### src/design/tem_pkg.sv
// types, widths and codes shared by the trip energy meter modules
package tem_pkg;
    localparam int WINDOW  = 60;
    localparam int WIN_AW  = (WINDOW > 1) ? $clog2(WINDOW) : 1;
    localparam int WIN_CW  = $clog2(WINDOW + 1);
    localparam int P_W     = 20;
    localparam int S_W     = 16;
    localparam int MS_W    = 16;
    localparam int E_W     = 52;
    localparam int D_W     = 49;
    localparam int EP_W    = P_W + MS_W;
    localparam int DP_W    = S_W + MS_W;
    localparam int AVG_W   = 16;
    localparam int TEFF_W  = 17;
    localparam int NUM_W   = 59;
    localparam int Q_W     = 16;
    localparam int SUM_W   = P_W + WIN_CW;
    localparam int DVD_W   = (SUM_W > Q_W) ? SUM_W : Q_W;
    localparam int CNT_W   = $clog2(DVD_W + 1);
    localparam int ACT_W   = 2;
    localparam int CIDX_W  = 2;
    localparam int IN_W    = 56;
    localparam int OUT_W   = 312;

    localparam logic [E_W-1:0] E_MAX    = '1;
    localparam logic [D_W-1:0] D_MAX    = '1;
    localparam logic [Q_W-1:0] EFF_MAX  = '1;
    localparam logic [E_W-1:0] TRIP_MAX = {1'b0, {(E_W-1){1'b1}}};
    localparam logic [E_W-1:0] TRIP_MIN = {1'b1, {(E_W-1){1'b0}}};

    typedef enum logic [ACT_W-1:0] {
        ACT_SAMPLE   = 2'd0,
        ACT_TRIP_CLR = 2'd1,
        ACT_ALL_CLR  = 2'd2,
        ACT_NONE     = 2'd3
    } action_t;

    typedef enum logic [CIDX_W-1:0] {
        CFG_SPEED_GATE = 2'd0,
        CFG_POWER_GATE = 2'd1,
        CFG_MIN_DIST   = 2'd2
    } cfg_idx_t;

    typedef enum logic [1:0] {
        DSEL_AVG  = 2'd0,
        DSEL_TRIP = 2'd1,
        DSEL_REC  = 2'd2
    } dsel_t;

    typedef enum logic [7:0] {
        ST_IDLE  = 8'b0000_0001,
        ST_MUL   = 8'b0000_0010,
        ST_ACC   = 8'b0000_0100,
        ST_PREP  = 8'b0000_1000,
        ST_START = 8'b0001_0000,
        ST_RUN   = 8'b0010_0000,
        ST_CAP   = 8'b0100_0000,
        ST_OUT   = 8'b1000_0000
    } state_t;

    typedef struct packed {
        logic  load_in;
        logic  mul;
        logic  acc;
        logic  prep;
        logic  start;
        logic  cap;
        logic  out_load;
        dsel_t sel;
    } cmd_t;

    typedef struct packed {
        logic div_busy;
    } stat_t;
endpackage

### src/design/tem_ctrl.sv
// sequencer for one item: multiply, accumulate, three divisions, output
module tem_ctrl (
    input  logic           aclk,
    input  logic           aresetn,
    input  logic           s_tvalid,
    output logic           s_tready,
    output logic           m_tvalid,
    input  logic           m_tready,
    input  tem_pkg::stat_t stat,
    output tem_pkg::cmd_t  cmd
);
    import tem_pkg::*;

    state_t state_reg, state_next;
    dsel_t  sel_reg, sel_next;
    logic   mvalid_reg, mvalid_next;

    always_comb begin
        state_next   = state_reg;
        sel_next     = sel_reg;
        cmd          = '0;
        cmd.sel      = sel_reg;
        mvalid_next  = mvalid_reg && !m_tready;
        unique case (state_reg)
            ST_IDLE: begin
                cmd.load_in = s_tvalid;
                if (s_tvalid) begin
                    state_next = ST_MUL;
                end
            end
            ST_MUL: begin
                cmd.mul    = 1'b1;
                state_next = ST_ACC;
            end
            ST_ACC: begin
                cmd.acc    = 1'b1;
                sel_next   = DSEL_AVG;
                state_next = ST_PREP;
            end
            ST_PREP: begin
                cmd.prep   = 1'b1;
                state_next = ST_START;
            end
            ST_START: begin
                cmd.start  = 1'b1;
                state_next = ST_RUN;
            end
            ST_RUN: begin
                if (!stat.div_busy) begin
                    state_next = ST_CAP;
                end
            end
            ST_CAP: begin
                cmd.cap = 1'b1;
                if (sel_reg == DSEL_REC) begin
                    state_next = ST_OUT;
                end else begin
                    sel_next   = (sel_reg == DSEL_AVG) ? DSEL_TRIP : DSEL_REC;
                    state_next = ST_PREP;
                end
            end
            ST_OUT: begin
                if (!mvalid_reg || m_tready) begin
                    cmd.out_load = 1'b1;
                    mvalid_next  = 1'b1;
                    state_next   = ST_IDLE;
                end
            end
            default: state_next = ST_IDLE;
        endcase
    end

    always_ff @(posedge aclk) begin
        if (!aresetn) begin
            state_reg  <= ST_IDLE;
            sel_reg    <= DSEL_AVG;
            mvalid_reg <= 1'b0;
        end else begin
            state_reg  <= state_next;
            sel_reg    <= sel_next;
            mvalid_reg <= mvalid_next;
        end
    end

    assign s_tready = aresetn && (state_reg == ST_IDLE);
    assign m_tvalid = mvalid_reg;
endmodule

### config.mk
export PLATFORM = sky130hd
export DESIGN_NAME = tem_ctrl
export DESIGN_NICKNAME = d
export VERILOG_FILES = /design/src/design/tem_pkg.sv /design/src/design/tem_ctrl.sv
export SDC_FILE = /design/constraint.sdc
export NUM_CORES = 1
export LEC_CHECK = 0
export BUFFER_PORTS_ARGS = -buffer_cell sky130_fd_sc_hd__buf_2
export CORE_AREA = 5 5 42 44
export DETAILED_ROUTE_END_ITERATION = 6
export DIE_AREA = 0 0 47 49
export GPL_ROUTABILITY_DRIVEN = 0
export GPL_TIMING_DRIVEN = 0
export PLACE_DENSITY = 0.82
export RECOVER_POWER = 100
export SLEW_MARGIN = 20
export SYNTH_ARGS = -nofsm -noshare
export SYNTH_HDL_FRONTEND = slang
export SYNTH_SLANG_ARGS = --single-unit
### constraint.sdc
create_clock -name aclk -period 4.2 [get_ports aclk]
set_input_delay 0.21 -clock aclk [delete_from_list [all_inputs] [get_ports aclk]]
set_output_delay 0.21 -clock aclk [all_outputs]
set_load 0.01 [all_outputs]
==> results.cfg <==
[status]
status = completed

[logic_synthesis]
yosys.area_share.adder_pct = 0
ys_seq_area_share_pct = 35.8
synth_simple_gate_area_share_pct = 40.7
synth_compound_area_share_pct = 13.8
synth.distinct_cells = 30
synth_xor_area_share_pct = 2.85
syn_area_um2 = 614
synth_seq_cells = 11
ys_warn_count = 0
muxShareOfSynthArea_pct = 0
synth_top_family_by_area = simple AND/OR/NAND/NOR gates
avgSynthCellArea_um2 = 8.30
post_synth_inst_count = 74
synth_nets = 79

[hold_path]
min_from = stat
holdPathEnd = state_reg[6]
hp-class = in2reg
holdPathStages = 2

[placement]
pre_cts_ws_ns = 2.31
dpl.hpwl_mm = 1.07
port_buffers = 15
post_dp_cell_area_um2 = 709

[cells_and_area]
antenna_cells = 0
syn2layout_area_growth_pct = 13.4
design_area_um2 = 697
drive_above_1_share_pct = 11.8
largest_reg_flops = 8
fin_nets = 99

[timing]
tightest_slew_ns = 0.654
max_freq_ghz = 0.421
tns_ns = 0
finClkSkew_ns = 0.00602
period_share_pct = 56.6
holdWs_ns = 0.100
setup_viol = 0
hold_viol = 0
slew_headroom_pct = 56.0
setup_ws_ns = 1.82
rsz0062_at_grt = false
min_period_ns = 2.38
slew_viol_final = 0

[clock_tree]
post_cts_buffers = 0
cts-root-buf = clkbuf_4
clock_path_buffers = 2
clock_latency_ns = 0.29
cts.sinks = 11
htree_levels = 1
cts_buffers = 3
postCtsHoldBufs = 0
ctsResizeCount = 0
clkTransAtPathRegs_ns = 0.08
cts_tree = done

[pwr]
clockPowerShare_pct = 27.0
leakage_nw = 0.264
pwr-share-comb_pct = 31.9
peakVddDrop_mv = 0.203
internal_power_mw = 0.186
p_sw_mw = 0.101
swShare_pct = 35.3
totalPowerFinal_mw = 0.287
p_per_area_mw_per_mm2 = 412
pwr-share-seq_pct = 41.1

[worst_setup_path]
rrSetupSlack_ns = 2.04
cp-end-kind = output port
worstRegToRegCells = 5
slowest_stage = or4_1
slowest_delay_ns = 0.56
cp_max_fo = 8
timing.rr.start = state_reg[0]
arrival_ns = 2.17
crit_chain = clkbuf_1 > or4_1 > or4_1 > nor2b_1 > clkbuf_1
r2r_end = state_reg[4]
startpoint_type = flip-flop
crit_type = reg2out
critPathRequiredTime_ns = 3.99

[global_route]
grt_max_degree = 10
grt_pass1_wl_mm = 2.41
grt_pass1_vias = 535
antenna_found_initial = 0
grt.total_usage_pct = 15.4
gr-total-overflow = 0

[drt]
wl_per_cell_um = 12.9
drc_errors = 0
dr.pass1.iters = 4
postRouteAntennaNets = 0
drt_iter0_drc = 10
wl_mm = 1.40
vias = 607
viasPerCell = 5.57

[die]
die_w_um = 47
die_area_mm2 = 0.00230
start_util_pct = 43.8
rows = 14
ios = 16
core_area_mm2 = 0.00140
die_h_um = 49

[job]
maxCapViolCount = 0
==> routing by layer <==
metal  routed length [um]  GRT usage (%)
met5                    0              0
met4                   56           12.9
met3                   96           7.01
met2                  659           21.5
met1                  592           16.8
==> worst max-delay path, delay by kind of cell, from the launching register on <==
| kind | cells | cell delay [ns] |
|---|---|---|
| AND/OR/NAND/NOR | 3 | 1.25 |
| flip-flops | 1 | 0.30 |
| buffers and inverters | 2 | 0.33 |
==> through the flow <==
step	instances	util [%]
floorplan	74	-
CTS	109	52.6
detailed placement	105	50.6
finish	109	49.7
global route	109	49.7
global placement	105	50.6
==> synth_stat cells <==
cell type	n	share of area [%]
a21bo_2	1	1.6
a21oi_1	4	3.3
a22oi_1	1	1.2
a2bb2oi_1	2	2.9
a31oi_1	1	1.0
and2_1	1	1.0
and3_1	2	2.0
buf_4	1	1.2
buf_6	1	1.8
clkbuf_1	2	1.2
dfxtp_1	11	36
inv_1	4	2.4
nand2_1	6	3.7
nand2b_1	4	4.1
nand3b_1	1	1.2
nand4_1	1	1.0
nand4b_1	1	1.4
nor2_1	5	3.1
nor2b_1	3	3.1
nor3_1	5	4.1
nor3b_1	2	2.4
nor4_1	4	4.1
nor4_2	1	2.0
nor4b_1	2	2.9
o211ai_2	1	2.0
o21ai_0	1	0.81
o22ai_1	1	1.0
or2_2	1	1.0
or4_4	2	3.7
xnor2_1	2	2.9
==> power by group through the flow <==
stage                     logic [mW]  registers, mW  clock network, mW
final                         0.0917          0.118             0.0775
after global routing           0.102          0.119             0.0874
after CTS                      0.105          0.119             0.0813
after detailed placement       0.105          0.122                  0
after global placement         0.100          0.121                  0
after floorplan               0.0819          0.120                  0
==> kinds of logic (layout without fill, tap and decap cells) <==
logic type,Yosys count,count (layout)
compound gates,12,12
flops,11,11
buf+inv,8,27
simple gates,41,41
xor+xnor,2,2
==> cell usage in the layout (no fill, tap or decap), drive strengths merged, types with 2 or more instances in the layout <==
| master | synthesis | routed |
|---|---|---|
| dfxtp | 11 | 11 |
| nand2b | 4 | 4 |
| a2bb2oi | 2 | 2 |
| buf | 2 | 5 |
| and3 | 2 | 2 |
| nor3 | 5 | 5 |
| xnor2 | 2 | 2 |
| nor3b | 2 | 2 |
| nor2b | 3 | 3 |
| clkbuf | 2 | 17 |
| nor4b | 2 | 2 |
| inv | 4 | 4 |
| nor4 | 5 | 5 |
| nor2 | 5 | 5 |
| or4 | 2 | 2 |
| a21oi | 4 | 4 |
| nand2 | 6 | 6 |
==> how the worst max path moves through the flow <==
| stage | depth (start not counted) | to | slack (ns) | from |
|---|---|---|---|---|
| detailed placement | 5 | cmd[2] | 2.31 | state_reg[0] |
| CTS | 5 | cmd[2] | 1.98 | state_reg[0] |
| finish | 5 | cmd[2] | 1.82 | state_reg[0] |
| global placement | 5 | state_reg[4] | 2.32 | state_reg[0] |
| global route | 4 | cmd[3] | 1.63 | state_reg[0] |
| floorplan | 4 | cmd[2] | 2.39 | state_reg[0] |
==> layout make-up <==
type                    instances  area, um^2
flip-flops and latches         11         220
repair buffers                 15        61.3
multi-input cells              55         334
clock buffers                   3        22.5
clock inverters                 1        5.00
inverters                       4        15.0
fillers                       161         704
plain buffers                   4        18.8
well taps                      16        20.0
Note: power is estimated with default switching activity, not from simulation.
